===== src/hdl/adrp_pkg.sv =====
// Shared types and constants for the ADRP/ADD to ADR relaxer.
// No dependencies; every other file of the block but adrp_if imports this package.
`default_nettype none

package adrp_pkg;

   localparam logic [31:0] ADRP_MASK = 32'h9f00_0000;
   localparam logic [31:0] ADRP_CODE = 32'h9000_0000;
   localparam logic [31:0] ADD_BASE  = 32'h9100_0000;
   localparam logic [31:0] ADD_MASK  = 32'hffc0_03ff;
   localparam logic [31:0] ADR_CODE  = 32'h1000_0000;
   localparam logic [31:0] NOP_WORD  = 32'hd503_201f;

   // Only the page-offset bits of an address matter for the rewrite.
   localparam int unsigned PAGE_BITS = 12;

   typedef enum logic [1:0] {
      ERR_NONE         = 2'd0,
      ERR_ADRP_AT_END  = 2'd1,
      ERR_STRAY_ADRP   = 2'd2,
      ERR_OUT_OF_RANGE = 2'd3
   } err_type;

   typedef struct packed {
      logic [31:0] word;
      err_type     err;
      logic        last;
   } rsp_item_type;

   // Up to two responses per request; slot 1 is only used together with slot 0.
   typedef struct packed {
      logic         push0;
      logic         push1;
      rsp_item_type item0;
      rsp_item_type item1;
   } push_type;

endpackage

`default_nettype wire


===== src/hdl/adrp_if.sv =====
// Valid/ready channel interfaces for the relaxer's request and response sides.
// No dependencies.
`default_nettype none

interface adrp_req_if;
   logic        valid;
   logic        ready;
   logic [31:0] code_word;
   logic        section_end;

   modport source (output valid, output code_word, output section_end, input ready);
   modport sink   (input valid, input code_word, input section_end, output ready);
endinterface

interface adrp_rsp_if;
   logic        valid;
   logic        ready;
   logic [31:0] code_word_out;
   logic [1:0]  error_code;
   logic        section_end_out;

   modport source (output valid, output code_word_out, output error_code,
                   output section_end_out, input ready);
   modport sink   (input valid, input code_word_out, input error_code,
                   input section_end_out, output ready);
endinterface

`default_nettype wire


===== src/hdl/adrp_add_to_adr_relaxer_top.sv =====
// An accepted request stays in the request register until the queue has room for it.
// Throughput: one request per cycle while the queue has room; an ADRP gives no response and
// the ADD after it gives two (ADR, NOP), so the response side also moves one word per cycle
// when drained. The rate is set by the combinational rewrite between the request register
// and the queue. Reset (synchronous, active high) empties the queue, clears the section
// state and sets the text base address to zero.
// Top level of the relaxer; depends on adrp_pkg, adrp_if, adrp_engine, adrp_rsp_queue.
`default_nettype none

module adrp_add_to_adr_relaxer_top import adrp_pkg::*; #(
   parameter int unsigned RSP_DEPTH = 4
) (
   input  wire logic        clock,
   input  wire logic        reset,
   input  wire logic        csr_we,
   input  wire logic [63:0] csr_wdata,
   adrp_req_if.sink         req_chan,
   adrp_rsp_if.source       rsp_chan
);

   push_type     push;
   logic         room_ok;
   rsp_item_type rsp_item;

   adrp_engine u_engine (
      .clock       (clock),
      .reset       (reset),
      .csr_we      (csr_we),
      .csr_base_lo (csr_wdata[PAGE_BITS-1:0]),
      .req_valid   (req_chan.valid),
      .req_word    (req_chan.code_word),
      .req_last    (req_chan.section_end),
      .req_ready   (req_chan.ready),
      .room_ok     (room_ok),
      .push        (push)
   );

   adrp_rsp_queue #(
      .RSP_DEPTH (RSP_DEPTH)
   ) u_rsp_queue (
      .clock     (clock),
      .reset     (reset),
      .push      (push),
      .room_ok   (room_ok),
      .rsp_valid (rsp_chan.valid),
      .rsp_ready (rsp_chan.ready),
      .rsp_item  (rsp_item)
   );

   assign rsp_chan.code_word_out   = rsp_item.word;
   assign rsp_chan.error_code      = rsp_item.err;
   assign rsp_chan.section_end_out = rsp_item.last;

endmodule

`default_nettype wire


===== src/hdl/adrp_engine.sv =====
// Request register, section state and the single-pass rewrite of one code word.
// Depends on adrp_pkg.
`default_nettype none

module adrp_engine import adrp_pkg::*; (
   input  wire logic                 clock,
   input  wire logic                 reset,
   input  wire logic                 csr_we,
   input  wire logic [PAGE_BITS-1:0] csr_base_lo,
   input  wire logic                 req_valid,
   input  wire logic [31:0]          req_word,
   input  wire logic                 req_last,
   output logic                      req_ready,
   input  wire logic                 room_ok,
   output push_type                  push
);

   logic                 req_valid_ff, req_valid_in;
   logic [31:0]          req_word_ff;
   logic                 req_last_ff;
   logic [PAGE_BITS-1:0] base_lo_ff, base_lo_in;
   logic [PAGE_BITS-1:0] addr_lo_ff, addr_lo_in;
   logic                 held_ff, held_in;
   logic [31:0]          held_word_ff, held_word_in;
   logic                 dropping_ff, dropping_in;

   logic                 fire;
   logic [4:0]           reg_num;
   logic                 add_ok;
   logic                 is_adrp;
   logic [20:0]          imm21;
   logic [34:0]          off35;
   logic [PAGE_BITS-1:0] pc_lo;
   logic [34:0]          distance;
   logic                 in_range;
   logic [31:0]          adr_word;

   assign fire      = req_valid_ff && room_ok;
   assign req_ready = !req_valid_ff || fire;
   assign req_valid_in = req_ready ? req_valid : req_valid_ff;

   assign reg_num = held_word_ff[4:0];
   assign add_ok  = (req_word_ff & ADD_MASK) ==
                    (ADD_BASE | (32'(reg_num) << 5) | 32'(reg_num));
   assign is_adrp = (req_word_ff & ADRP_MASK) == ADRP_CODE;

   // The page base minus the ADRP address is just the page offset less the
   // low bits of that address, so the distance stays a narrow signed value.
   assign imm21    = {held_word_ff[23:5], held_word_ff[30:29]};
   assign off35    = {{2{imm21[20]}}, imm21, 12'h000};
   assign pc_lo    = addr_lo_ff - PAGE_BITS'(4);
   assign distance = off35 - 35'(pc_lo) + 35'(req_word_ff[21:10]);

   assign in_range = (distance[34:20] == '0) ||
                     ((&distance[34:20]) && (distance[19:0] != '0));
   assign adr_word = ADR_CODE | {distance[1:0], 30'h0} >> 1
                     | {8'h00, distance[20:2], 5'h00} | 32'(reg_num);

   always_comb begin
      base_lo_in   = base_lo_ff;
      addr_lo_in   = addr_lo_ff;
      held_in      = held_ff;
      held_word_in = held_word_ff;
      dropping_in  = dropping_ff;
      push         = '0;

      if (fire) begin
         if (dropping_ff) begin
            if (req_last_ff) begin
               dropping_in = 1'b0;
               held_in     = 1'b0;
               addr_lo_in  = base_lo_ff;
            end
         end else begin
            addr_lo_in = addr_lo_ff + PAGE_BITS'(4);
            if (held_ff) begin
               held_in = 1'b0;
               if (!add_ok || !in_range) begin
                  push.push0      = 1'b1;
                  push.item0.word = '0;
                  push.item0.err  = add_ok ? ERR_OUT_OF_RANGE : ERR_STRAY_ADRP;
                  push.item0.last = 1'b1;
                  dropping_in     = !req_last_ff;
               end else begin
                  push.push0      = 1'b1;
                  push.item0.word = adr_word;
                  push.item0.err  = ERR_NONE;
                  push.item0.last = 1'b0;
                  push.push1      = 1'b1;
                  push.item1.word = NOP_WORD;
                  push.item1.err  = ERR_NONE;
                  push.item1.last = req_last_ff;
               end
            end else if (is_adrp) begin
               if (req_last_ff) begin
                  push.push0      = 1'b1;
                  push.item0.word = '0;
                  push.item0.err  = ERR_ADRP_AT_END;
                  push.item0.last = 1'b1;
               end else begin
                  held_in      = 1'b1;
                  held_word_in = req_word_ff;
               end
            end else begin
               push.push0      = 1'b1;
               push.item0.word = req_word_ff;
               push.item0.err  = ERR_NONE;
               push.item0.last = req_last_ff;
            end
            if (req_last_ff) begin
               addr_lo_in = base_lo_ff;
            end
         end
      end

      if (csr_we) begin
         base_lo_in = csr_base_lo;
         addr_lo_in = csr_base_lo;
      end
   end

   always_ff @(posedge clock) begin
      if (reset) begin
         req_valid_ff <= 1'b0;
         base_lo_ff   <= '0;
         addr_lo_ff   <= '0;
         held_ff      <= 1'b0;
         dropping_ff  <= 1'b0;
      end else begin
         req_valid_ff <= req_valid_in;
         base_lo_ff   <= base_lo_in;
         addr_lo_ff   <= addr_lo_in;
         held_ff      <= held_in;
         dropping_ff  <= dropping_in;
      end
   end

   always_ff @(posedge clock) begin
      if (req_ready) begin
         req_word_ff <= req_word;
         req_last_ff <= req_last;
      end
      held_word_ff <= held_word_in;
   end

   a_pair_is_ok: assert property (@(posedge clock) disable iff (reset)
      push.push1 |-> (push.push0 && push.item0.err == ERR_NONE))
      else $error("second response pushed without a clean first one");

   a_push_needs_fire: assert property (@(posedge clock) disable iff (reset)
      !fire |-> !push.push0)
      else $error("response pushed without a processed request");

   a_error_drops: assert property (@(posedge clock) disable iff (reset)
      (push.push0 && push.item0.err != ERR_NONE && !req_last_ff && !csr_we)
      |=> dropping_ff)
      else $error("mid-section error did not start dropping");

   a_drop_is_silent: assert property (@(posedge clock) disable iff (reset)
      dropping_ff |-> !push.push0)
      else $error("response pushed while dropping");

endmodule

`default_nettype wire


===== src/hdl/adrp_rsp_queue.sv =====
// Small response queue that takes one or two responses per cycle.
// Depends on adrp_pkg.
`default_nettype none

module adrp_rsp_queue import adrp_pkg::*; #(
   parameter int unsigned RSP_DEPTH = 4
) (
   input  wire logic   clock,
   input  wire logic   reset,
   input  push_type    push,
   output logic        room_ok,
   output logic        rsp_valid,
   input  wire logic   rsp_ready,
   output rsp_item_type rsp_item
);

   localparam int unsigned IW = $clog2(RSP_DEPTH);
   localparam int unsigned CW = $clog2(RSP_DEPTH + 1);

   rsp_item_type  mem_ff [RSP_DEPTH];
   logic [IW-1:0] head_ff, head_in;
   logic [IW-1:0] tail_ff, tail_in;
   logic [IW-1:0] tail_next;
   logic [CW-1:0] count_ff, count_in;
   logic          pop;

   function automatic logic [IW-1:0] wrap_inc(input logic [IW-1:0] p);
      wrap_inc = (p == IW'(RSP_DEPTH - 1)) ? '0 : p + IW'(1);
   endfunction

   assign tail_next = wrap_inc(tail_ff);
   // Room is judged on the worst case of a two-response request.
   assign room_ok   = count_ff <= CW'(RSP_DEPTH - 2);
   assign rsp_valid = count_ff != '0;
   assign rsp_item  = mem_ff[head_ff];
   assign pop       = rsp_valid && rsp_ready;

   always_comb begin
      head_in  = pop ? wrap_inc(head_ff) : head_ff;
      tail_in  = tail_ff;
      if (push.push1) begin
         tail_in = wrap_inc(tail_next);
      end else if (push.push0) begin
         tail_in = tail_next;
      end
      count_in = count_ff + CW'(push.push0) + CW'(push.push1) - CW'(pop);
   end

   always_ff @(posedge clock) begin
      if (reset) begin
         head_ff  <= '0;
         tail_ff  <= '0;
         count_ff <= '0;
      end else begin
         head_ff  <= head_in;
         tail_ff  <= tail_in;
         count_ff <= count_in;
      end
   end

   always_ff @(posedge clock) begin
      if (push.push0) begin
         mem_ff[tail_ff] <= push.item0;
      end
      if (push.push1) begin
         mem_ff[tail_next] <= push.item1;
      end
   end

endmodule

`default_nettype wire


===== src/flat_wrapper.sv =====
// flat-port wrapper written by rule: the top's interface ports become plain ports
module adrp_add_to_adr_relaxer_top_flat import adrp_pkg::*;
#(
   parameter int unsigned RSP_DEPTH = 4
)
  (clock, reset, csr_we, csr_wdata, req_chan_valid, req_chan_code_word, req_chan_section_end, req_chan_ready, rsp_chan_valid, rsp_chan_code_word_out, rsp_chan_error_code, rsp_chan_section_end_out, rsp_chan_ready);
  adrp_req_if req_chan_i ();
  adrp_rsp_if rsp_chan_i ();
  input  wire logic clock;
  input  wire logic reset;
  input  wire logic csr_we;
  input  wire logic [63:0] csr_wdata;
  input wire logic [$bits(req_chan_i.valid)-1:0] req_chan_valid;
  input wire logic [$bits(req_chan_i.code_word)-1:0] req_chan_code_word;
  input wire logic [$bits(req_chan_i.section_end)-1:0] req_chan_section_end;
  output wire logic [$bits(req_chan_i.ready)-1:0] req_chan_ready;
  output wire logic [$bits(rsp_chan_i.valid)-1:0] rsp_chan_valid;
  output wire logic [$bits(rsp_chan_i.code_word_out)-1:0] rsp_chan_code_word_out;
  output wire logic [$bits(rsp_chan_i.error_code)-1:0] rsp_chan_error_code;
  output wire logic [$bits(rsp_chan_i.section_end_out)-1:0] rsp_chan_section_end_out;
  input wire logic [$bits(rsp_chan_i.ready)-1:0] rsp_chan_ready;
  assign req_chan_i.valid = req_chan_valid;
  assign req_chan_i.code_word = req_chan_code_word;
  assign req_chan_i.section_end = req_chan_section_end;
  assign req_chan_ready = req_chan_i.ready;
  assign rsp_chan_valid = rsp_chan_i.valid;
  assign rsp_chan_code_word_out = rsp_chan_i.code_word_out;
  assign rsp_chan_error_code = rsp_chan_i.error_code;
  assign rsp_chan_section_end_out = rsp_chan_i.section_end_out;
  assign rsp_chan_i.ready = rsp_chan_ready;
  adrp_add_to_adr_relaxer_top #(.RSP_DEPTH(RSP_DEPTH)) u_core (.clock(clock), .reset(reset), .csr_we(csr_we), .csr_wdata(csr_wdata), .req_chan(req_chan_i), .rsp_chan(rsp_chan_i));
endmodule

===== config.mk =====
export PLATFORM = sky130hd
export DESIGN_NAME = adrp_add_to_adr_relaxer_top_flat
export DESIGN_NICKNAME = d
export VERILOG_FILES = /design/src/hdl/adrp_pkg.sv /design/src/hdl/adrp_if.sv /design/src/hdl/adrp_add_to_adr_relaxer_top.sv /design/src/hdl/adrp_engine.sv /design/src/hdl/adrp_rsp_queue.sv /design/src/flat_wrapper.sv
export SDC_FILE = /design/constraint.sdc
export NUM_CORES = 1
export LEC_CHECK = 0
export BUFFER_PORTS_ARGS = -buffer_cell sky130_fd_sc_hd__buf_2
export CAP_MARGIN = 20
export CELL_PAD_IN_SITES_DETAIL_PLACEMENT = 0
export CELL_PAD_IN_SITES_GLOBAL_PLACEMENT = 1
export CORE_MARGIN = 3
export CORE_UTILIZATION = 50
export DETAILED_ROUTE_END_ITERATION = 8
export GPL_TIMING_DRIVEN = 0
export PLACE_DENSITY = 0.82
export SLEW_MARGIN = 30
export SYNTH_ARGS = -nofsm -noshare
export SYNTH_HDL_FRONTEND = slang
export SYNTH_SLANG_ARGS = --single-unit

===== constraint.sdc =====
create_clock -name clock -period 11.7 [get_ports clock]
set_input_delay 2.925 -clock clock [delete_from_list [all_inputs] [get_ports clock]]
set_output_delay 2.925 -clock clock [all_outputs]
set_load 0.05 [all_outputs]

==> impl_metrics.py <==
metrics = {
    "final_layout": {
        "drive_above_1_share": 0.183,
        "n_antenna_cell": 0,
        "synthToLayoutAreaGrowth_pct": 14.1,
        "stdcell_count": 1610,
        "nNetsFinal": 1399,
        "mostFrequentLayoutCells": "138 x nor2_1, 120 x dfxtp_1, 115 x edfxtp_1",
        "final_common_cell": "nor2_1",
    },
    "yosys": {
        "synth_fa_ha_area_frac": 0.0278,
        "syn-num-nets": 1282,
        "synth_top_area_frac": 0.287,
        "synth_top_family_by_area": "compound AO/OA/AOI/OAI gates",
        "synth_xor_area_frac": 0.0196,
        "synth-compound-area-share": 0.204,
        "async_reset_ff_frac": 0,
        "yosysSeqAreaShare": 0.486,
        "synth_flop_cell": "dfxtp_1",
        "synth_area_leaders": "edfxtp_1 29%, dfxtp_1 20%, mux4_2 6.5%, nor2_1 4.3%, a21oi_1 3.7%",
        "synth.mux.area_fraction": 0.0713,
        "ys_ff_latch": 235,
        "yosys_warnings": 0,
        "yosysTopAreaCell": "edfxtp_1",
        "synth_edf_count": 115,
        "yosys.area_share.simple": 0.154,
        "avgSynthCellArea_sq_um": 10.4,
        "synth_cell_types": 78,
        "netlist_instances": 1155,
        "syn-cell-area_sq_um": 12000,
    },
    "sta": {
        "drv_slew": 0,
        "rsz0062_at_grt": "false",
        "finClkSkew_ns": 0.0152,
        "max_freq_mhz": 139,
        "hold_viol": 0,
        "period_needed_ns": 7.19,
        "final-setup-viol-count": 0,
        "tightest_slew_ns": 0.940,
        "tns_ns": 0,
        "finalCritPeriodShare": 0.615,
        "slew_headroom": 0.370,
    },
    "route": {
        "vias": 9950,
        "wire_per_inst_microns": 21.9,
        "drtPass1Iterations": 5,
        "drc": 0,
        "via_per_inst": 6.18,
        "drt_iter0_markers": 920,
        "drt_wl_total_microns": 35300,
        "ant_nets": 0,
    },
    "cts": {
        "cts_tree": "built",
        "post-cts-setup-buffers": 0,
        "path_clk_slew_ns": 0.06,
        "cts_max_level": 1,
        "hold_buffers": 0,
        "cts_sinks": 235,
        "clk_latency_ns": 0.54,
        "cts_max_path_buffers": 3,
        "cts_resized": 0,
        "clockRootBuffer": "clkbuf_16",
        "numCtsBuffers": 26,
    },
    "worst_setup_path": {
        "timing.rr.start": "u_core.u_engine.addr_lo_ff[4]",
        "crit_path_max_fanout": 10,
        "startpoint_type": "register",
        "crit_type": "reg -> reg",
        "slowest_delay_ns": 0.53,
        "end_kind": "register",
        "arrival_ns": 7.60,
        "critPathLaunch": "u_core.u_engine.addr_lo_ff[4]",
        "crit_required_ns": 12.10,
        "crit_chain": "clkbuf_1 -> nor4_1 -> nand2b_1 -> or3_1 -> nor3_1 -> xnor2_1 -> ha_1 -> buf_2 -> a2111oi_2 -> or4b_1 -> a22o_1 -> a211oi_1 -> and4_1 -> nand3_1 -> o21ai_4 -> buf_4 -> nand2_2 -> buf_2 -> ha_1 -> inv_1 -> fa_1 -> fa_1 -> xor2_1 -> nor2_1",
        "cp_slowest_cell": "or4b_1",
    },
    "power_and_ir_drop": {
        "intPower_mw": 1.90,
        "irDropWorstVdd_mv": 0.176,
        "p_leak_nw": 4.90,
        "p_seq_frac": 0.378,
        "power.switching_mw": 1.20,
        "p_per_area_nw_per_um2": 225,
        "clockPowerShare": 0.248,
        "combPwrFrac": 0.375,
        "swShare": 0.386,
    },
    "global_route": {
        "grt_pass1_wl_microns": 55000,
        "grt_usage": 0.271,
        "grt-ovfl-total": 0,
        "first_global_vias": 9515,
        "grt_antenna_before_repair": 0,
        "grt_max_degree": 21,
    },
    "job": {
        "maxCapViolations": 0,
    },
    "floorplanning": {
        "fp.dieW_microns": 161,
        "fp-row-count": 56,
        "initial_core_util": 0.512,
        "dieArea_sq_um": 26000,
        "core_sq_um": 23500,
        "ios": 139,
        "die_y_microns": 161,
    },
    "placed_design": {
        "dpl.hpwl_microns": 25700,
        "gp_congestion": 0.901,
        "portBuffers": 84,
        "placed_cells": 1563,
    },
    "outcome": {
        "outcome": "finished, final reports clean",
    },
    "hold_path": {
        "hold_class": "reg -> reg",
        "hold_start": "u_core.u_rsp_queue.mem_ff[2][2]",
    },
}
## registers in the layout, indices dropped and copies added, names as in the netlist, named ones only
register and count:
u_core.u_rsp_queue.tail_ff 2, u_core.u_engine.held_word_ff 26, u_core.u_rsp_queue.head_ff 2, u_core.u_engine.addr_lo_ff 12
u_core.u_rsp_queue.count_ff 3, u_core.u_engine.dropping_ff 1, u_core.u_engine.req_last_ff 1, u_core.u_engine.req_valid_ff 1
u_core.u_engine.req_word_ff 32, u_core.u_engine.base_lo_ff 12, u_core.u_rsp_queue.mem_ff 140, u_core.u_engine.held_ff 1
## worst paths after layout
path	slack [ns]	end	depth (start not counted)
worst max-delay path	4.51	u_core.u_rsp_queue.count_ff[2]	24
worst min-delay path	0.46	u_core.u_rsp_queue.mem_ff[2][2]	2
worst max register to register	4.51	u_core.u_rsp_queue.count_ff[2]	24
worst min register to register	0.46	u_core.u_rsp_queue.mem_ff[2][2]	2
## worst max-delay path, delay by kind of cell, from the launching register on
kind / cells / cell delay, ns
AO/OA/AOI/OAI: 4 / 1.50
adder cells (fa/ha/maj): 4 / 1.36
XOR/XNOR: 2 / 0.36
buffers and inverters: 5 / 0.95
AND/OR/NAND/NOR: 9 / 2.56
flip-flops: 1 / 0.29
## cell type report
cell class              instances  area, sq um
plain buffers                  81          369
multi-input cells             817         5760
inverters                      22         82.6
clock buffers                  38          736
repair buffers                 89          482
fillers                      2096         9800
flip-flops and latches        235         5860
well taps                     319          399
clock inverters                 9         63.8
## stage by stage
stage	util	hold WS (ns)	setup slack [ns]	total power, mW	cell area [sq um]
2_1_floorplan	-	0.431	5.48	2.03	12000
5_1_grt	0.584	0.479	3.93	3.24	13700
4_1_cts	0.584	0.454	4.53	3.10	13700
3_5_place_dp	0.550	0.447	4.55	2.33	12900
3_3_place_gp	0.546	0.441	4.56	2.31	12900
6_report	0.584	0.458	4.51	3.09	13700
## power by group through the flow
stage / combinational (mW) / sequential, mW / clock (mW)
finish: 1.16 / 1.17 / 0.767
CTS: 1.16 / 1.17 / 0.775
global placement: 1.13 / 1.18 / 0
global route: 1.25 / 1.18 / 0.808
detailed placement: 1.15 / 1.18 / 0
floorplan: 0.899 / 1.14 / 0
## synthesized netlist by cell type, types with 11 or more instances
| cell | instances |
|---|---|
| o22ai_1 | 33 |
| xnor2_1 | 14 |
| and2_1 | 12 |
| dfxtp_1 | 120 |
| clkbuf_1 | 52 |
| o211ai_1 | 16 |
| xor2_1 | 13 |
| or3_1 | 11 |
| nor4_1 | 14 |
| nand3_1 | 23 |
| inv_1 | 22 |
| a21oi_1 | 90 |
| nand2_1 | 95 |
| nor2_1 | 138 |
| and3_1 | 11 |
| a211oi_1 | 54 |
| edfxtp_1 | 115 |
| mux4_2 | 35 |
| ha_1 | 22 |
| a211oi_2 | 26 |
| o21ai_0 | 41 |
| nor3_1 | 20 |
## routing by layer
| layer | GRT usage | wire [microns] | up-vias |
|---|---|---|---|
| met5 | 0 | 0 | - |
| li1 | - | - | 4618 |
| met4 | 0.0903 | 1220 | 0 |
| met3 | 0.0377 | 2580 | 72 |
| met1 | 0.398 | 15800 | 4834 |
| met2 | 0.416 | 15700 | 426 |
## kinds of logic after synthesis
group           count (synthesis)
buf+inv                       103
simple gates                  384
xor+xnor                       27
fa+ha+maj                      25
compound gates                339
flops                         235
mux                            42
Note: power is estimated with default switching activity, not from simulation.
